==> src/hdl/assert_macros.svh <==
// Assertion macros used by the scheduler top level.
// No dependencies; the macros expand to nothing when SYNTH is defined.
`ifndef ASSERT_MACROS_SVH
`define ASSERT_MACROS_SVH
`ifndef SYNTH
// Check a property on every rising edge outside reset.
`define RRTS_ASSERT(lbl, clk, rst_n, prop) \
	lbl: assert property (@(posedge clk) disable iff (!rst_n) prop) else $error("assertion failed");
// Check that a condition implies a consequence in the same cycle.
`define RRTS_ASSERT_IMPL(lbl, clk, rst_n, ante, cons) \
	lbl: assert property (@(posedge clk) disable iff (!rst_n) (ante) |-> (cons)) else $error("implication failed");
`else
`define RRTS_ASSERT(lbl, clk, rst_n, prop)
`define RRTS_ASSERT_IMPL(lbl, clk, rst_n, ante, cons)
`endif
`endif

==> src/hdl/rrts_pkg.sv <==
// Shared types and constants of the round-robin task scheduler.
// No dependencies; imported by every scheduler module.
package rrts_pkg;

	localparam int RRTS_MAX_TASKS   = 8;
	localparam int RRTS_DELAY_WIDTH = 16;

	typedef enum logic [1:0] {
		OP_INSERT = 2'd0,
		OP_DELAY  = 2'd1,
		OP_EXIT   = 2'd2,
		OP_TICK   = 2'd3
	} op_t;

	localparam logic [1:0] ST_READY    = 2'd0;
	localparam logic [1:0] ST_BLOCKED  = 2'd1;
	localparam logic [1:0] ST_FINISHED = 2'd2;

	typedef enum logic [1:0] {
		S_IDLE,
		S_TICK,
		S_SCAN,
		S_DONE
	} state_t;

	typedef struct packed {
		op_t         opcode;
		logic [15:0] delay_ticks;
	} op_beat_t;

	typedef struct packed {
		logic [2:0]  running_slot;
		logic [2:0]  assigned_slot;
		logic        insert_ok;
		logic [31:0] elapsed_ticks;
	} res_beat_t;

	// Controller to datapath commands.
	typedef struct packed {
		logic accept;
		logic insert;
		logic block;
		logic finish;
		logic tick;
		logic walk;
		logic scan_init;
		logic scan;
		logic load;
	} ctl_t;

	// Datapath to controller status.
	typedef struct packed {
		logic count_zero;
		logic walk_done;
		logic scan_found;
	} sts_t;

endpackage

==> src/hdl/round_robin_task_scheduler.sv <==
// Round-robin task scheduler: top level with the result register.
// Depends on rrts_pkg, rrts_ctrl, rrts_dp and assert_macros.svh.
//
// Each operation beat (insert, delay, exit, tick) yields exactly one result
// beat carrying the running slot, the slot given by an insert with its success
// flag, and the wrapping tick count. One operation is in work at a time.
// Delay, exit and tick take longer than insert when they change the schedule,
// since each slot memory has a single read port: a tick walks every countdown
// one slot a cycle, then the next-task scan walks the status ring one slot a
// cycle, stopping at the first ready slot other than the idle slot or on
// coming back round to the running slot. A new operation is taken the cycle
// after the previous result is loaded, even while that result is still
// stalled in the output register.
`include "assert_macros.svh"

module round_robin_task_scheduler import rrts_pkg::*; #(
	parameter int MAX_TASKS   = RRTS_MAX_TASKS,
	parameter int DELAY_WIDTH = RRTS_DELAY_WIDTH
) (
	input  logic      clk,
	input  logic      arst_n,
	input  logic      op_valid,
	output logic      op_stall,
	input  op_beat_t  op_beat,
	output logic      res_valid,
	input  logic      res_stall,
	output res_beat_t res_beat
);

	ctl_t      ctl;
	sts_t      sts;
	res_beat_t res_d;
	logic      res_free;
	logic      res_valid_q;
	res_beat_t res_beat_q;

	// The result register is free when empty or being drained this cycle.
	assign res_free = !res_valid_q || !res_stall;

	rrts_ctrl u_ctrl (
		.clk      (clk),
		.arst_n   (arst_n),
		.op_valid (op_valid),
		.op_beat  (op_beat),
		.sts      (sts),
		.res_free (res_free),
		.op_stall (op_stall),
		.ctl      (ctl)
	);

	rrts_dp #(
		.MAX_TASKS   (MAX_TASKS),
		.DELAY_WIDTH (DELAY_WIDTH)
	) u_dp (
		.clk     (clk),
		.arst_n  (arst_n),
		.op_beat (op_beat),
		.ctl     (ctl),
		.sts     (sts),
		.res     (res_d)
	);

	// Hold the result beat until taken; load a new one only into a free slot.
	always_ff @(posedge clk or negedge arst_n) begin
		if (!arst_n) begin
			res_valid_q <= 1'b0;
		end else if (ctl.load) begin
			res_valid_q <= 1'b1;
		end else if (!res_stall) begin
			res_valid_q <= 1'b0;
		end
	end

	always_ff @(posedge clk) begin
		if (ctl.load) begin
			res_beat_q <= res_d;
		end
	end

	assign res_valid = res_valid_q;
	assign res_beat  = res_beat_q;

	// An accepted beat keeps the block busy in the following cycle.
	`RRTS_ASSERT(a_busy_after_accept, clk, arst_n, op_valid && !op_stall |=> op_stall)
	// Never overwrite a result beat that is still stalled.
	`RRTS_ASSERT_IMPL(a_no_overwrite, clk, arst_n, ctl.load, !res_valid_q || !res_stall)
	// A successful insert leaves a nonempty table behind.
	`RRTS_ASSERT_IMPL(a_insert_fills, clk, arst_n, res_valid && res_beat.insert_ok, !sts.count_zero)
	// With no tasks, the idle slot is reported as running.
	`RRTS_ASSERT_IMPL(a_empty_idle, clk, arst_n, res_valid && sts.count_zero, res_beat.running_slot == 3'd0)

endmodule

==> src/hdl/rrts_ctrl.sv <==
// Sequencing state machine of the round-robin task scheduler.
// Depends on rrts_pkg; drives the command struct of rrts_dp.
module rrts_ctrl import rrts_pkg::*; (
	input  logic     clk,
	input  logic     arst_n,
	input  logic     op_valid,
	input  op_beat_t op_beat,
	input  sts_t     sts,
	input  logic     res_free,
	output logic     op_stall,
	output ctl_t     ctl
);

	state_t state_q;
	state_t state_nxt;
	logic   dly_nz;

	assign dly_nz = op_beat.delay_ticks != 16'd0;

	always_ff @(posedge clk or negedge arst_n) begin
		if (!arst_n) begin
			state_q <= S_IDLE;
		end else begin
			state_q <= state_nxt;
		end
	end

	always_comb begin
		state_nxt = state_q;
		ctl       = '0;
		op_stall  = 1'b1;
		unique case (state_q)
			S_IDLE: begin
				op_stall = 1'b0;
				if (op_valid) begin
					ctl.accept = 1'b1;
					state_nxt  = S_DONE;
					unique case (op_beat.opcode)
						OP_INSERT: begin
							ctl.insert = 1'b1;
						end
						OP_DELAY: begin
							if (dly_nz && !sts.count_zero) begin
								ctl.block     = 1'b1;
								ctl.scan_init = 1'b1;
								state_nxt     = S_SCAN;
							end
						end
						OP_EXIT: begin
							if (!sts.count_zero) begin
								ctl.finish    = 1'b1;
								ctl.scan_init = 1'b1;
								state_nxt     = S_SCAN;
							end
						end
						OP_TICK: begin
							ctl.tick = 1'b1;
							if (!sts.count_zero) begin
								state_nxt = S_TICK;
							end
						end
					endcase
				end
			end
			S_TICK: begin
				ctl.walk = 1'b1;
				if (sts.walk_done) begin
					ctl.scan_init = 1'b1;
					state_nxt     = S_SCAN;
				end
			end
			S_SCAN: begin
				ctl.scan = 1'b1;
				if (sts.scan_found) begin
					state_nxt = S_DONE;
				end
			end
			S_DONE: begin
				if (res_free) begin
					ctl.load  = 1'b1;
					state_nxt = S_IDLE;
				end
			end
		endcase
	end

endmodule

==> src/hdl/rrts_dp.sv <==
// Datapath of the round-robin task scheduler: slot memories, countdown walk,
// ring scan and counters. Depends on rrts_pkg; commanded by rrts_ctrl.
module rrts_dp import rrts_pkg::*; #(
	parameter int MAX_TASKS   = RRTS_MAX_TASKS,
	parameter int DELAY_WIDTH = RRTS_DELAY_WIDTH
) (
	input  logic      clk,
	input  logic      arst_n,
	input  op_beat_t  op_beat,
	input  ctl_t      ctl,
	output sts_t      sts,
	output res_beat_t res
);

	localparam int SW = $clog2(MAX_TASKS);
	localparam int CW = $clog2(MAX_TASKS + 1);
	localparam logic [CW-1:0] FULL = CW'(MAX_TASKS);
	localparam logic [32:0] DMAX = (33'd1 << DELAY_WIDTH) - 33'd1;

	function automatic logic [SW-1:0] ring_next(input logic [SW-1:0] x,
	                                             input logic [CW-1:0] n);
		logic [CW:0] x1;
		x1 = (CW+1)'(x) + (CW+1)'(1);
		return (x1 == (CW+1)'(n)) ? '0 : x1[SW-1:0];
	endfunction

	function automatic logic [2:0] slot3(input logic [SW-1:0] s);
		logic [SW+2:0] w;
		w = {3'b000, s};
		return w[2:0];
	endfunction

	logic [1:0]             st_mem [MAX_TASKS];
	logic [DELAY_WIDTH-1:0] cd_mem [MAX_TASKS];

	logic [CW-1:0]          count_q;
	logic [SW-1:0]          cur_q;
	logic [31:0]            tick_total_q;
	logic [SW-1:0]          assigned_q;
	logic                   ok_q;

	logic [CW-1:0]          walk_idx_q;
	logic                   walk_v_s1;
	logic [SW-1:0]          walk_idx_s1;
	logic [DELAY_WIDTH-1:0] cd_rd_s1;

	logic [SW-1:0]          scan_q;
	logic                   scan_v_s1;
	logic [SW-1:0]          scan_idx_s1;
	logic [1:0]             st_rd_s1;

	logic                   ins_ok;
	logic                   walk_issue;
	logic                   hit_cur;
	logic                   rdy;
	logic                   found;
	logic [32:0]            dly_wide;
	logic [DELAY_WIDTH-1:0] dly_sat;

	logic                   st_we;
	logic [SW-1:0]          st_wa;
	logic [1:0]             st_wd;
	logic                   cd_we;
	logic [SW-1:0]          cd_wa;
	logic [DELAY_WIDTH-1:0] cd_wd;

	assign ins_ok     = count_q != FULL;
	assign walk_issue = ctl.walk && (walk_idx_q != count_q);
	assign dly_wide   = 33'(op_beat.delay_ticks);
	assign dly_sat    = (dly_wide > DMAX) ? DMAX[DELAY_WIDTH-1:0] : dly_wide[DELAY_WIDTH-1:0];

	assign hit_cur = scan_idx_s1 == cur_q;
	assign rdy     = st_rd_s1 == ST_READY;
	assign found   = ctl.scan && scan_v_s1 && (hit_cur || (rdy && scan_idx_s1 != '0));

	assign sts.count_zero = count_q == '0;
	assign sts.walk_done  = !walk_v_s1 && (walk_idx_q == count_q);
	assign sts.scan_found = found;

	assign res.running_slot  = slot3(cur_q);
	assign res.assigned_slot = slot3(assigned_q);
	assign res.insert_ok     = ok_q;
	assign res.elapsed_ticks = tick_total_q;

	// Write port selection; the sources never overlap in time.
	always_comb begin
		st_we = 1'b0;
		st_wa = cur_q;
		st_wd = ST_READY;
		cd_we = 1'b0;
		cd_wa = cur_q;
		cd_wd = '0;
		priority if (ctl.insert && ins_ok) begin
			st_we = 1'b1;
			st_wa = count_q[SW-1:0];
			cd_we = 1'b1;
			cd_wa = count_q[SW-1:0];
		end else if (ctl.block) begin
			st_we = 1'b1;
			st_wd = ST_BLOCKED;
			cd_we = 1'b1;
			cd_wd = dly_sat;
		end else if (ctl.finish) begin
			st_we = 1'b1;
			st_wd = ST_FINISHED;
		end else if (walk_v_s1 && cd_rd_s1 != '0) begin
			cd_we = 1'b1;
			cd_wa = walk_idx_s1;
			cd_wd = cd_rd_s1 - DELAY_WIDTH'(1);
			st_wa = walk_idx_s1;
			st_we = cd_rd_s1 == DELAY_WIDTH'(1);
		end
	end

	always_ff @(posedge clk) begin
		if (st_we) begin
			st_mem[st_wa] <= st_wd;
		end
		if (cd_we) begin
			cd_mem[cd_wa] <= cd_wd;
		end
		st_rd_s1    <= st_mem[scan_q];
		cd_rd_s1    <= cd_mem[walk_idx_q[SW-1:0]];
		walk_idx_s1 <= walk_idx_q[SW-1:0];
		scan_idx_s1 <= scan_q;
	end

	always_ff @(posedge clk or negedge arst_n) begin
		if (!arst_n) begin
			count_q      <= '0;
			cur_q        <= '0;
			tick_total_q <= '0;
			assigned_q   <= '0;
			ok_q         <= 1'b0;
			walk_idx_q   <= '0;
			walk_v_s1    <= 1'b0;
			scan_q       <= '0;
			scan_v_s1    <= 1'b0;
		end else begin
			if (ctl.accept) begin
				ok_q       <= ctl.insert && ins_ok;
				assigned_q <= (ctl.insert && ins_ok) ? count_q[SW-1:0] : '0;
			end
			if (ctl.insert && ins_ok) begin
				count_q <= count_q + CW'(1);
			end
			if (ctl.tick) begin
				tick_total_q <= tick_total_q + 32'd1;
				walk_idx_q   <= '0;
			end else if (walk_issue) begin
				walk_idx_q <= walk_idx_q + CW'(1);
			end
			walk_v_s1 <= walk_issue;
			if (ctl.scan_init) begin
				scan_q    <= ring_next(cur_q, count_q);
				scan_v_s1 <= 1'b0;
			end else if (ctl.scan) begin
				scan_q    <= ring_next(scan_q, count_q);
				scan_v_s1 <= 1'b1;
			end else begin
				scan_v_s1 <= 1'b0;
			end
			if (found) begin
				cur_q <= hit_cur ? (rdy ? cur_q : '0) : scan_idx_s1;
			end
		end
	end

endmodule

==> config.mk <==
export PLATFORM = sky130hd
export DESIGN_NAME = round_robin_task_scheduler
export DESIGN_NICKNAME = d
export VERILOG_FILES = /design/src/hdl/rrts_pkg.sv /design/src/hdl/round_robin_task_scheduler.sv /design/src/hdl/rrts_ctrl.sv /design/src/hdl/rrts_dp.sv
export VERILOG_INCLUDE_DIRS = /design/src /design/src/hdl
export SDC_FILE = /design/constraint.sdc
export NUM_CORES = 1
export LEC_CHECK = 0
export BUFFER_PORTS_ARGS = -buffer_cell sky130_fd_sc_hd__buf_4
export CAP_MARGIN = 40
export CELL_PAD_IN_SITES_DETAIL_PLACEMENT = 1
export CELL_PAD_IN_SITES_GLOBAL_PLACEMENT = 1
export CORE_MARGIN = 8
export CORE_UTILIZATION = 25
export CTS_CLUSTER_SIZE = 28
export DETAILED_ROUTE_END_ITERATION = 8
export PLACE_DENSITY = 0.49
export SLEW_MARGIN = 15
export SYNTH_ARGS = -nofsm -noshare
export SYNTH_HDL_FRONTEND = slang
export SYNTH_SLANG_ARGS = --single-unit
==> constraint.sdc <==
create_clock -name clk -period 3.7 [get_ports clk]
set_clock_uncertainty 0.15 [all_clocks]
set_input_delay 0.555 -clock clk [delete_from_list [all_inputs] [get_ports clk]]
set_output_delay 0.555 -clock clk [all_outputs]
set_load 0.01 [all_outputs]
==> insert_results.sql, run 1 <==
INSERT INTO impl_metrics (metric_group, metric, value, unit) VALUES
('sta', 'fin_crit_sh', '0.9041', ''),
('die', 'die_area', '0.05037', 'sq mm'),
('worst_setup_path', 'slowest_delay', '0.46', 'ns'),
('yosys', 'ys_top_cells_by_area', 'sky130_fd_sc_hd__edfxtp_1 (51%), sky130_fd_sc_hd__dfrtp_1 (13%), sky130_fd_sc_hd__mux4_2 (7.5%)', ''),
('routing', 'post_drt_via_cell_ratio', '4.329', ''),
('layout', 'fin_util', '0.3121', ''),
('yosys', 'asyncSetResetFlopFracSynth', '0.2099', ''),
('yosys', 'synth.net_count', '734', ''),
('yosys', 'dominant_combinational_cell_family_by_area_after_synthesis', 'multiplexers', ''),
('placement', 'place_inst', '1360', ''),
('yosys', 'post_synth_and_or_nand_nor_area_fraction', '0.08939', ''),
('yosys', 'ys_dominant_reg_cell', 'sky130_fd_sc_hd__edfxtp_1', ''),
('cts', 'worst_case_clock_buffer_depth', '3', ''),
('sta', 'timing.final.crit_period', '3.345', 'ns'),
('cts', 'tritoncts', 'done', ''),
('power_and_ir_drop', 'power_density', '768.8', 'mW/mm^2'),
('routing', 'post_detailed_route_drc_marker_count', '0', ''),
('sta', 'rsz0062_at_grt', 'false', ''),
('layout', 'nNetsFinal', '847', ''),
('sta', 'timing.final.hold_violations', '0', ''),
('sta', 'worst_pin_slew', '0.7628', 'ns'),
('yosys', 'fraction_of_the_mapped_netlist_area_in_compound_gates', '0.04170', ''),
('sta', 'setup-violations-final', '0', ''),
('routing', 'avgRoutedWirePerCell', '18.04', 'microns'),
('yosys', 'multiplexer_share_of_the_synthesized_area', '0.1039', ''),
('yosys', 'yosys.area.top_type_share', '0.5059', ''),
('worst_setup_path', 'setup.worst_path.class', 'reg2reg', ''),
('cts', 'cts_h_tree_depth', '1', ''),
('worst_setup_path', 'startpoint_type', 'flip-flop', ''),
('worst_hold_path', 'hold_path_class', 'in2reg', ''),
('sta', 'finalMaxSlewViolations', '0', ''),
('worst_setup_path', 'worstPathArrival', '3.41', 'ns'),
('worst_setup_path', 'critical_path.endpoint_type', 'flip-flop', ''),
('cts', 'cts.root.buffer_cell', 'sky130_fd_sc_hd__clkbuf_16', ''),
('yosys', 'number_of_synthesis_warnings', '0', ''),
('cts', 'worst_skew_pair.late_latency', '0.56', 'ns'),
('die', 'die_h', '224.4', 'microns'),
('sta', 'setup_tns_after_final_layout', '0', 'ns'),
('die', 'fp.dieW', '224.4', 'microns'),
('layout', 'num_antenna_cells', '0', ''),
('global_routing', 'pin_count_of_the_biggest_net_entering_global_routing', '56', ''),
('sta', 'clock.fmax', '0.2989', 'GHz'),
('routing', 'ant_nets', '0', ''),
('placement', 'dp.final_hpwl', '17.66', 'mm'),
('yosys', 'synth.ff_latch_count', '262', ''),
('power_and_ir_drop', 'power.ir.vdd_worst', '0.3422', 'mV'),
('global_routing', 'globalRouteTotalUtil', '0.1019', ''),
('yosys', 'syn_area_per_cell', '15.65', 'sq um'),
('routing', 'wirelength', '25.53', 'mm'),
('yosys', 'synthCells', '694', ''),
('yosys', 'xor_xnor_share_of_the_synthesized_area', '0.05241', ''),
('cts', 'post_cts_buffers', '0', ''),
('layout', 'final_cell_area', '0.01342', 'sq mm'),
('placement', 'place.port_buffers', '62', ''),
('status', 'status', 'finished clean', ''),
('die', 'initial_utilization', '0.2527', ''),
('cts', 'cts.sinks', '262', ''),
('layout', 'final-seq-area', '0.007353', 'sq mm'),
('worst_setup_path', 'required', '3.76', 'ns'),
('yosys', 'synth_edf_count', '183', ''),
('routing', 'drt-initial-drc-count', '284', ''),
('layout', 'fillerInstances', '4566', ''),
('die', 'design.core.area', '0.04298', 'sq mm'),
('die', 'placementRows', '76', ''),
('placement', 'place_congestion', '0.6916', ''),
('routing', 'dr.pass1.iters', '4', ''),
('cts', 'clkTransAtPathRegs', '0.06', 'ns'),
('layout', 'instances_no_fill', '1415', ''),
('global_routing', 'grt-ovfl-total', '0', ''),
('sta', 'whs', '0.1207', 'ns'),
('yosys', 'count_of_cell_types_in_the_netlist', '61', '');
cells in the final DEF, fill, tap and decap left out, drive strengths merged, types with 13 or more instances in the layout:
cell type  count
nor2          30
mux2          22
xor2          25
clkbuf        35
nand2         58
dfrtp         55
edfxtp       183
ha            18
buf          105
mux4          36
nand3         14
and3          15
nor3          22
xnor2         40
dfxtp         24
inv           13
o21ai         22
timing repair:
| item | CTS | global route |
|---|---|---|
| hold endpoints to repair | 55 | 0 |
| resized for setup | 0 | 0 |
| hold buffers | 1 | 0 |
area by class of cell:
cell class | count | share of cell area
sequential | 262 | 0.5481
multi-input combinational | 396 | 0.2555
timing repair buffer | 106 | 0.06473
clock buffer | 35 | 0.05727
tap | 585 | 0.05456
clock inverter | 19 | 0.01641
inverter | 12 | 0.003358
kinds of logic after synthesis:
| group | after synthesis |
|---|---|
| AO/OA/AOI/OAI | 63 |
| XOR/XNOR | 65 |
| adder cells (fa/ha/maj) | 18 |
| buffers and inverters | 36 |
| flip-flops | 262 |
| multiplexers | 65 |
| AND/OR/NAND/NOR | 185 |
layer usage:
| layer | global-route usage | share of wire | vias up | wire (microns) |
|---|---|---|---|---|
| li1 | - | - | 2861 | - |
| met1 | 0.1386 | 0.48 | 3125 | 12250 |
| met2 | 0.1640 | 0.46 | 108 | 11710 |
| met3 | 0.02293 | 0.042 | 32 | 1082 |
| met4 | 0.02363 | 0.019 | 0 | 479 |
| met5 | 0 | 0 | - | 0 |
final timing paths:
kind / start / end / slack (ns) / depth (start not counted)
setup / recovery: u_dp.count_q[0] / u_dp.st_mem[3][0] / 0.35 / 8
hold / removal: res_stall / res_valid / 0.12 / 2
setup reg to reg: u_dp.count_q[0] / u_dp.st_mem[3][0] / 0.35 / 8
hold reg to reg: u_dp.assigned_q[1] / res_beat[34] / 0.30 / 0
max in group asynchronous: arst_n / u_dp.walk_idx_q[0] / 2.38 / 2
min in group asynchronous: arst_n / u_dp.tick_total_q[15] / 0.48 / 2
through the flow:
stage | power [W] | setup WS [ns]
finish | 0.01031 | 0.3547
global route | 0.01094 | 0.1153
CTS | 0.01055 | 0.3510
detailed placement | 0.007511 | 0.2498
global placement | 0.007457 | 0.2913
floorplan | 0.006242 | -0.2156
where the power goes:
| group | total (W) | internal, W | switching (W) | leakage (nW) |
|---|---|---|---|---|
| sequential | 0.00438 | 0.00391 | 0.000473 | 2.61 |
| combinational | 0.00297 | 0.00143 | 0.00154 | 1.82 |
| clock | 0.00296 | 0.00182 | 0.00114 | 0.479 |
| total | 0.0103 | 0.00716 | 0.00316 | 4.90 |
synthesized netlist by cell type (2+ instances only):
library cell / instances
sky130_fd_sc_hd__o21ai_0: 20
sky130_fd_sc_hd__inv_1: 12
sky130_fd_sc_hd__buf_2: 7
sky130_fd_sc_hd__and3_1: 14
sky130_fd_sc_hd__ha_1: 18
sky130_fd_sc_hd__o211ai_1: 2
sky130_fd_sc_hd__edfxtp_1: 183
sky130_fd_sc_hd__a21boi_0: 3
sky130_fd_sc_hd__mux2_2: 22
sky130_fd_sc_hd__xor2_1: 25
sky130_fd_sc_hd__nor4b_1: 2
sky130_fd_sc_hd__or3_1: 2
sky130_fd_sc_hd__and2_1: 7
sky130_fd_sc_hd__buf_6: 2
sky130_fd_sc_hd__nand2_1: 57
sky130_fd_sc_hd__a211oi_2: 2
sky130_fd_sc_hd__xnor2_1: 40
sky130_fd_sc_hd__nor2b_1: 5
sky130_fd_sc_hd__mux2i_1: 7
sky130_fd_sc_hd__nand3b_1: 2
sky130_fd_sc_hd__a211oi_1: 3
sky130_fd_sc_hd__nand4_1: 10
sky130_fd_sc_hd__a21o_1: 6
sky130_fd_sc_hd__a22o_1: 3
sky130_fd_sc_hd__nor4_2: 2
sky130_fd_sc_hd__dfxtp_1: 24
sky130_fd_sc_hd__clkbuf_1: 14
sky130_fd_sc_hd__nand3_1: 13
sky130_fd_sc_hd__nor3_1: 21
sky130_fd_sc_hd__a31oi_1: 4
sky130_fd_sc_hd__mux4_2: 36
sky130_fd_sc_hd__nor2_1: 30
sky130_fd_sc_hd__nor4_1: 6
sky130_fd_sc_hd__a311oi_1: 4
sky130_fd_sc_hd__dfrtp_1: 55
sky130_fd_sc_hd__a21oi_1: 4
sky130_fd_sc_hd__and4_1: 3
critical path: cells and delay by family, from the launching register on:
family        cells  cell delay (ns)
simple gates      6             1.99
fa+ha+maj         1             0.22
buf+inv           1             0.20
flops             1             0.46
registers in the layout, indices dropped and copies added, names as in the netlist:
signal / count
res_beat: 39
res_valid: 1
u_ctrl.state_q: 2
u_dp.assigned_q: 3
u_dp.cd_mem: 128
u_dp.cd_rd_s1: 16
u_dp.count_q: 4
u_dp.cur_q: 3
u_dp.ok_q: 1
u_dp.scan_idx_s1: 3
u_dp.scan_q: 3
u_dp.scan_v_s1: 1
u_dp.st_mem: 16
u_dp.st_rd_s1: 2
u_dp.tick_total_q: 32
u_dp.walk_idx_q: 4
u_dp.walk_idx_s1: 3
u_dp.walk_v_s1: 1
Note: power is estimated with default switching activity, not from simulation.
==> run 2: changes to the inputs <==
ABC_AREA = 1   (was unset)
PLACE_DENSITY = 0.51   (was 0.49)
==> run 2 against run 1 <==
  * Critical path depth rose by 5
  * Critical path type unchanged
  * Via count rose by 22%
  * Highest routed layer unchanged
  * Fmax rose by 7.6%
  * Sequential power fell by 0.9%
  * Power rose by 3.0%
  * Sequential share of layout area fell by 0.52 points
  * First-iteration DRC count rose by 69%
  * Clock power rose by 4%
  * Non-clock buffer count fell by 4
==> insert_results.sql, run 2 <==
INSERT INTO impl_metrics (metric_group, metric, value, unit) VALUES
('status', 'status', 'finished clean', ''),
('sta', 'finalMaxSlewViolations', '0', ''),
('sta', 'setup-violations-final', '0', ''),
('cts', 'clkTransAtPathRegs', '0.06', 'ns'),
('global_routing', 'grt-ovfl-total', '0', ''),
('yosys', 'count_of_cell_types_in_the_netlist', '43', ''),
('yosys', 'yosys.area.top_type_share', '0.4973', ''),
('worst_setup_path', 'path_max_fanout', '16', ''),
('yosys', 'netlist.top_cell.by_area', 'sky130_fd_sc_hd__edfxtp_1', ''),
('sta', 'clock.fmax', '0.3218', 'GHz'),
('placement', 'place_congestion', '0.7518', ''),
('routing', 'avgRoutedWirePerCell', '17.38', 'microns'),
('power_and_ir_drop', 'total_power', '0.01063', 'W'),
('worst_setup_path', 'setup.worst_path.class', 'reg2reg', ''),
('cts', 'cts.root.buffer_cell', 'sky130_fd_sc_hd__clkbuf_16', ''),
('layout', 'area_growth', '22.58', '%'),
('worst_hold_path', 'hold_path_class', 'in2reg', ''),
('sta', 'rsz0062_at_grt', 'false', ''),
('power_and_ir_drop', 'total_leakage_power', '5.198', 'nW'),
('sta', 'worst_pin_slew', '0.8441', 'ns'),
('cts', 'cts.sinks', '262', ''),
('layout', 'fillerInstances', '4915', ''),
('cts', 'post_cts_resize_count', '0', ''),
('worst_setup_path', 'crit_path_cell_trace', 'inv_1, ha_1, nand2_4, clkinv_2, nand4_1, nand2_1, nand2_1, nand2_1, nand2_1, nand2_1, nand3_1, nor2_2, buf_4', ''),
('worst_setup_path', 'required', '3.74', 'ns'),
('job', 'cap_violations', '0', ''),
('routing', 'drt-initial-drc-count', '480', ''),
('yosys', 'netlist_area', '0.01105', 'sq mm'),
('cts', 'post_cts_buffers', '0', ''),
('sta', 'timing.final.crit_period', '3.108', 'ns'),
('global_routing', 'globalRouteTotalUtil', '0.1176', ''),
('die', 'placementRows', '77', ''),
('layout', 'share_of_final_layout_standard_cells_stronger_than_drive_strength_1', '0.1679', ''),
('yosys', 'multiplexer_share_of_the_synthesized_area', '0', ''),
('layout', 'largest_reg_flops', '128', ''),
('yosys', 'asyncSetResetFlopFracSynth', '0.2099', ''),
('routing', 'total_vias_in_the_final_route', '7503', ''),
('sta', 'fin_crit_sh', '0.8399', ''),
('global_routing', 'number_of_antenna_violations_at_the_first_check_in_global_routing', '0', ''),
('sta', 'timing.final.hold_violations', '0', ''),
('yosys', 'most_frequent_cell_after_synthesis', 'sky130_fd_sc_hd__nor2_1', ''),
('die', 'design.portCount', '63', ''),
('sta', 'maxSlewHeadroom', '0.4342', ''),
('die', 'design.core.area', '0.04393', 'sq mm'),
('layout', 'largest_register', 'u_dp.cd_mem', ''),
('yosys', 'synth_top_cells_by_count', 'sky130_fd_sc_hd__nor2_1 (196), sky130_fd_sc_hd__edfxtp_1 (183), sky130_fd_sc_hd__nand2_1 (126), sky130_fd_sc_hd__o21ai_0 (99), sky130_fd_sc_hd__dfrtp_1 (55)', ''),
('routing', 'post_drt_via_cell_ratio', '4.383', ''),
('cts', 'worst_skew_pair.late_latency', '0.52', 'ns'),
('worst_setup_path', 'cp_num_buf_inv', '3', ''),
('global_routing', 'pin_count_of_the_biggest_net_entering_global_routing', '56', ''),
('power_and_ir_drop', 'power.ir.vdd_worst', '0.3190', 'mV'),
('yosys', 'syn_area_per_cell', '11.19', 'sq um'),
('yosys', 'synth_sequential_area_ratio', '0.6654', ''),
('layout', 'num_antenna_cells', '0', ''),
('yosys', 'ys_top_cells_by_area', 'sky130_fd_sc_hd__edfxtp_1 (50%), sky130_fd_sc_hd__dfrtp_1 (12%), sky130_fd_sc_hd__nor2_1 (6.7%)', ''),
('die', 'die_area', '0.05118', 'sq mm'),
('power_and_ir_drop', 'power_density', '784.7', 'mW/mm^2'),
('yosys', 'dominant_combinational_cell_family_by_area_after_synthesis', 'simple AND/OR/NAND/NOR gates', ''),
('cts', 'tritoncts', 'done', ''),
('layout', 'final_cell_area', '0.01354', 'sq mm'),
('global_routing', 'first_global_vias', '7841', ''),
('die', 'die_h', '226.2', 'microns'),
('cts', 'cts_h_tree_depth', '2', ''),
('sta', 'whs', '0.1526', 'ns'),
('cts', 'cts_made_buffers', '34', ''),
('routing', 'post_detailed_route_drc_marker_count', '0', ''),
('yosys', 'xor_xnor_share_of_the_synthesized_area', '0.04518', ''),
('worst_setup_path', 'slowest_delay', '0.43', 'ns'),
('yosys', 'synth.net_count', '1027', ''),
('layout', 'layout.cells.most_common_list', 'sky130_fd_sc_hd__nor2_1 (188), sky130_fd_sc_hd__edfxtp_1 (183), sky130_fd_sc_hd__nand2_1 (126), sky130_fd_sc_hd__o21ai_0 (99), sky130_fd_sc_hd__buf_4 (99)', ''),
('die', 'initial_utilization', '0.2515', ''),
('worst_setup_path', 'cpMostUsedCell', 'sky130_fd_sc_hd__nand2_1', ''),
('placement', 'place.port_buffers', '62', ''),
('worst_setup_path', 'cpMaxStageDelayCell', 'sky130_fd_sc_hd__dfrtp_1', ''),
('routing', 'dr.pass1.iters', '4', ''),
('yosys', 'synth.ff_latch_count', '262', ''),
('die', 'fp.dieW', '226.2', 'microns'),
('cts', 'worst_case_clock_buffer_depth', '3', ''),
('layout', 'mostFrequentLayoutCell', 'sky130_fd_sc_hd__nor2_1', ''),
('layout', 'nNetsFinal', '1135', ''),
('yosys', 'yosys.area_share.adder', '0.02038', ''),
('yosys', 'fraction_of_the_mapped_netlist_area_in_compound_gates', '0.07655', ''),
('worst_setup_path', 'startpoint_type', 'flip-flop', ''),
('worst_setup_path', 'cell_class_contributing_the_biggest_share_of_worst_path_delay', 'simple AND/OR/NAND/NOR gates', ''),
('sta', 'setup_tns_after_final_layout', '0', 'ns'),
('routing', 'ant_nets', '0', ''),
('routing', 'wirelength', '29.76', 'mm'),
('worst_setup_path', 'worstPathArrival', '3.15', 'ns'),
('yosys', 'post_synth_and_or_nand_nor_area_fraction', '0.1636', ''),
('yosys', 'synth_edf_count', '183', ''),
('global_routing', 'grt_first_pass_wirelength', '46.60', 'mm'),
('placement', 'dp.final_hpwl', '20.63', 'mm'),
('yosys', 'synthCells', '987', ''),
('placement', 'detailed_place.area', '0.01246', 'sq mm'),
('yosys', 'ys_dominant_reg_cell', 'sky130_fd_sc_hd__edfxtp_1', ''),
('yosys', 'number_of_synthesis_warnings', '0', ''),
('worst_setup_path', 'critical_path.endpoint_type', 'flip-flop', '');
-- run 2: routing by layer --
| metal | share of wire | global-route usage | up-vias |
|---|---|---|---|
| met4 | 0.018 | 0.03583 | 0 |
| met3 | 0.048 | 0.02428 | 33 |
| met1 | 0.49 | 0.1651 | 3717 |
| li1 | - | - | 3626 |
| met5 | 0 | 0 | - |
| met2 | 0.45 | 0.1801 | 127 |
-- run 2: repair_timing --
item                                    in CTS  in global routing
hold buffers                                 1                  0
endpoints found under the setup margin       0                  0
hold endpoints to repair                    55                  0
-- run 2: kinds of logic after synthesis --
family | count (synthesis)
AO/OA/AOI/OAI | 155
adder cells (fa/ha/maj) | 18
flip-flops | 262
XOR/XNOR | 57
buffers and inverters | 84
AND/OR/NAND/NOR | 411
-- run 2: worst paths after layout --
kind | start | to | slack, ns | cells after the start
max | u_ctrl.state_q[0] | u_dp.cd_mem[0][13] | 0.59 | 13
min | res_stall | res_valid | 0.15 | 3
max reg2reg | u_ctrl.state_q[0] | u_dp.cd_mem[0][13] | 0.59 | 13
min reg2reg | u_dp.assigned_q[1] | res_beat[34] | 0.32 | 0
max in group asynchronous | arst_n | u_dp.walk_idx_q[0] | 2.71 | 3
min in group asynchronous | arst_n | u_dp.count_q[1] | 0.43 | 3
-- run 2: area by class of cell --
type                            instances  area (sq um)  share of cell area
Timing Repair Buffer                  102         785.8             0.05801
Multi-Input combinational cell        641          3410              0.2517
Inverter                               54         203.9             0.01506
Sequential cell                       262          7353              0.5429
Clock buffer                           51         997.2             0.07363
Clock inverter                         10         53.80            0.003972
Tap cell                              592         740.7             0.05469
-- run 2: power by group --
| part | switching, W | internal (W) |
|---|---|---|
| Sequential | 0.000440 | 0.00390 |
| Clock | 0.00123 | 0.00186 |
| Combinational | 0.00212 | 0.00108 |
-- run 2: worst min-delay path, stage by stage --
cell and delay, ns:
sky130_fd_sc_hd__buf_4 0.10, sky130_fd_sc_hd__nand2_1 0.07, sky130_fd_sc_hd__nand2_1 0.06
-- run 2: through the flow --
| stage | setup WS, ns | std cells | util |
|---|---|---|---|
| 2_1_floorplan | 0.6079 | 987 | - |
| 3_3_place_gp | 0.4426 | 1648 | 0.2834 |
| 3_5_place_dp | 0.3622 | 1649 | 0.2835 |
| 4_1_cts | 0.5695 | 1711 | 0.3077 |
| 5_1_grt | 0.3367 | 1712 | 0.3083 |
| 6_report | 0.5923 | 1712 | 0.3083 |
==> run 3: changes to the inputs <==
clock period = 2.7 ns   (was 3.7 ns; I/O delays follow)
==> run 3 against run 2 <==
  * Register-to-register slack lost 0.42 ns
  * Combinational power increased by 48%
  * Die area stayed put
  * First-iteration DRC count shrank 6.0%
  * Cell count increased by 1.9%
  * Global-route usage decreased by 0.43 points
  * Non-clock buffer count up 38
  * Fmax grew 23%
  * Power up 40%
==> insert_results.sql, run 3 (synthesis gave the netlist of run 2 again) <==
INSERT INTO impl_metrics (metric_group, metric, value, unit) VALUES
('worst_setup_path', 'cpMaxStageDelayCell', 'sky130_fd_sc_hd__dfrtp_1', ''),
('routing', 'post_detailed_route_drc_marker_count', '0', ''),
('sta', 'setup-violations-final', '0', ''),
('worst_hold_path', 'hold_path_class', 'in2reg', ''),
('worst_setup_path', 'crit_path_cell_trace', 'inv_1, ha_1, inv_1, o31ai_2, inv_1, nand2_2, buf_4, nand3_1, nand2_2, nand3_2, nor2_4, clkbuf_16', ''),
('placement', 'place_congestion', '0.7341', ''),
('job', 'cap_violations', '0', ''),
('cts', 'worst_case_clock_buffer_depth', '3', ''),
('cts', 'clkTransAtPathRegs', '0.06', 'ns'),
('sta', 'fin_crit_sh', '0.9370', ''),
('routing', 'ant_nets', '0', ''),
('global_routing', 'number_of_antenna_violations_at_the_first_check_in_global_routing', '0', ''),
('layout', 'layout.cells.most_common_list', 'sky130_fd_sc_hd__nor2_1 (186), sky130_fd_sc_hd__edfxtp_1 (183), sky130_fd_sc_hd__buf_4 (125), sky130_fd_sc_hd__nand2_1 (119), sky130_fd_sc_hd__o21ai_0 (99)', ''),
('worst_setup_path', 'required', '2.82', 'ns'),
('routing', 'drt-initial-drc-count', '451', ''),
('die', 'die_h', '226.2', 'microns'),
('sta', 'worst_pin_slew', '0.7615', 'ns'),
('worst_setup_path', 'path_depth', '12', ''),
('worst_setup_path', 'cpMostUsedCell', 'sky130_fd_sc_hd__inv_1', ''),
('layout', 'largest_reg_flops', '128', ''),
('power_and_ir_drop', 'sequentialPowerShare', '0.396', ''),
('placement', 'place.port_buffers', '62', ''),
('layout', 'num_antenna_cells', '0', ''),
('status', 'status', 'finished clean', ''),
('worst_setup_path', 'slowest_delay', '0.38', 'ns'),
('power_and_ir_drop', 'total_switching_power', '0.005117', 'W'),
('cts', 'worst_skew_pair.late_latency', '0.56', 'ns'),
('layout', 'share_of_final_layout_standard_cells_stronger_than_drive_strength_1', '0.2099', ''),
('routing', 'total_vias_in_the_final_route', '7598', ''),
('cts', 'cts.root.buffer_cell', 'sky130_fd_sc_hd__clkbuf_16', ''),
('cts', 'cts_made_buffers', '30', ''),
('power_and_ir_drop', 'cell_internal_pwr', '0.009739', 'W'),
('sta', 'timing.final.hold_violations', '0', ''),
('die', 'initial_utilization', '0.2515', ''),
('layout', 'area_growth', '27.14', '%'),
('power_and_ir_drop', 'power.ir.vdd_worst', '0.5397', 'mV'),
('worst_setup_path', 'worstPathArrival', '2.65', 'ns'),
('routing', 'post_drt_via_cell_ratio', '4.354', ''),
('layout', 'mostFrequentLayoutCell', 'sky130_fd_sc_hd__nor2_1', ''),
('worst_setup_path', 'setup.worst_path.class', 'reg2reg', ''),
('routing', 'dr.pass1.iters', '4', ''),
('sta', 'whs', '0.1482', 'ns'),
('placement', 'dp.final_hpwl', '19.98', 'mm'),
('global_routing', 'globalRouteTotalUtil', '0.1133', ''),
('routing', 'wirelength', '29.05', 'mm'),
('sta', 'timing.final.crit_period', '2.530', 'ns'),
('power_and_ir_drop', 'p_comb_frac', '0.319', ''),
('layout', 'instances_no_fill', '1745', ''),
('worst_setup_path', 'cell_class_contributing_the_biggest_share_of_worst_path_delay', 'simple AND/OR/NAND/NOR gates', ''),
('layout', 'final_cell_area', '0.01405', 'sq mm'),
('sta', 'maxSlewHeadroom', '0.4923', ''),
('power_and_ir_drop', 'total_leakage_power', '5.403', 'nW'),
('layout', 'fin_util', '0.3198', ''),
('worst_setup_path', 'path_max_fanout', '8', ''),
('die', 'fp.dieW', '226.2', 'microns'),
('sta', 'finalMaxSlewViolations', '0', ''),
('power_and_ir_drop', 'total_power', '0.01486', 'W'),
('placement', 'place_inst', '1683', ''),
('worst_hold_path', 'holdPathStages', '4', ''),
('global_routing', 'grt-ovfl-total', '0', ''),
('power_and_ir_drop', 'power_density', '1058', 'mW/mm^2'),
('layout', 'nNetsFinal', '1169', ''),
('worst_setup_path', 'reg2regPathDepth', '12', ''),
('die', 'design.core.area', '0.04393', 'sq mm'),
('sta', 'clock.fmax', '0.3953', 'GHz'),
('placement', 'detailed_place.area', '0.01288', 'sq mm'),
('cts', 'cts.sinks', '262', ''),
('layout', 'largest_register', 'u_dp.cd_mem', ''),
('worst_setup_path', 'critical_path.endpoint_type', 'flip-flop', ''),
('global_routing', 'first_global_vias', '7975', ''),
('cts', 'tritoncts', 'done', ''),
('worst_setup_path', 'startpoint_type', 'flip-flop', ''),
('global_routing', 'pin_count_of_the_biggest_net_entering_global_routing', '68', ''),
('die', 'placementRows', '77', ''),
('cts', 'cts_h_tree_depth', '1', ''),
('power_and_ir_drop', 'power_switching_share', '0.3444', ''),
('die', 'design.portCount', '63', ''),
('die', 'die_area', '0.05118', 'sq mm'),
('routing', 'avgRoutedWirePerCell', '16.65', 'microns'),
('power_and_ir_drop', 'p_clk_frac', '0.285', ''),
('global_routing', 'grt_first_pass_wirelength', '45.85', 'mm'),
('worst_setup_path', 'cp_num_buf_inv', '5', '');
==> run 3: cell count changes in the layout (fill, tap and decap cells not counted), sizes merged <==
cell	before	now
inv	53	52
clkbuf	51	38
dlygate4sd3	1	2
buf	101	137
clkinvlp	1	2
clkinv	10	14
bufinv	0	5
==> run 3: path summary, 6_finish.rpt <==
kind,from,to,slack [ns]
setup / recovery,u_dp.count_q[1],u_dp.cd_mem[7][0],0.17
hold / removal,op_beat[15],u_dp.cd_mem[5][15],0.15
setup reg to reg,u_dp.count_q[1],u_dp.cd_mem[7][0],0.17
hold reg to reg,u_dp.assigned_q[1],res_beat[34],0.31
max in group asynchronous,arst_n,u_dp.walk_idx_q[0],1.55
min in group asynchronous,arst_n,u_dp.tick_total_q[20],0.32
==> run 3: power by group through the flow <==
stage          Combinational (W)  Sequential [W]  Clock, W
2_1_floorplan            0.00278         0.00584         0
3_3_place_gp             0.00471         0.00595         0
3_5_place_dp             0.00475         0.00597         0
4_1_cts                  0.00479         0.00590   0.00437
5_1_grt                  0.00538         0.00598   0.00451
6_report                 0.00474         0.00588   0.00423
==> run 3: worst min-delay path, cell delays in order <==
cell                      delay, ns
sky130_fd_sc_hd__buf_4         0.08
sky130_fd_sc_hd__nand2_1       0.05
sky130_fd_sc_hd__o31ai_1       0.06
sky130_fd_sc_hd__buf_4         0.15
==> run 3: layer usage <==
metal / vias up / global-route usage / wire [microns]
li1: 3704 / - / -
met1: 3739 / 0.1543 / 13780
met2: 111 / 0.1861 / 13230
met3: 44 / 0.01883 / 1417
met4: 0 / 0.02749 / 617
met5: - / 0 / 0
==> run 3: stage by stage <==
step	TNS [ns]	setup slack, ns
floorplan	-12.33	-0.2945
global placement	-26.92	-0.2245
detailed placement	-41.97	-0.3278
CTS	0	0.02997
global route	-0.08963	-0.01649
finish	0	0.1701
==> run 3: timing repair <==
item	4_1_cts	5_1_grt
pin swaps	1	4
buffers inserted	2	1
resized for setup	1	18
hold buffers	2	0
endpoints found under the setup margin	110	143
endpoints found under the hold margin	56	0
gates cloned	0	1
==> run 3: cell type report <==
cell class | instances | area, sq um
clock buffers | 37 | 808.3
clock inverters | 19 | 227.7
fillers | 4870 | 29880
inverters | 54 | 203.9
multi-input cells | 641 | 3490
flip-flops and latches | 262 | 7355
well taps | 592 | 740.7
repair buffers | 140 | 1224
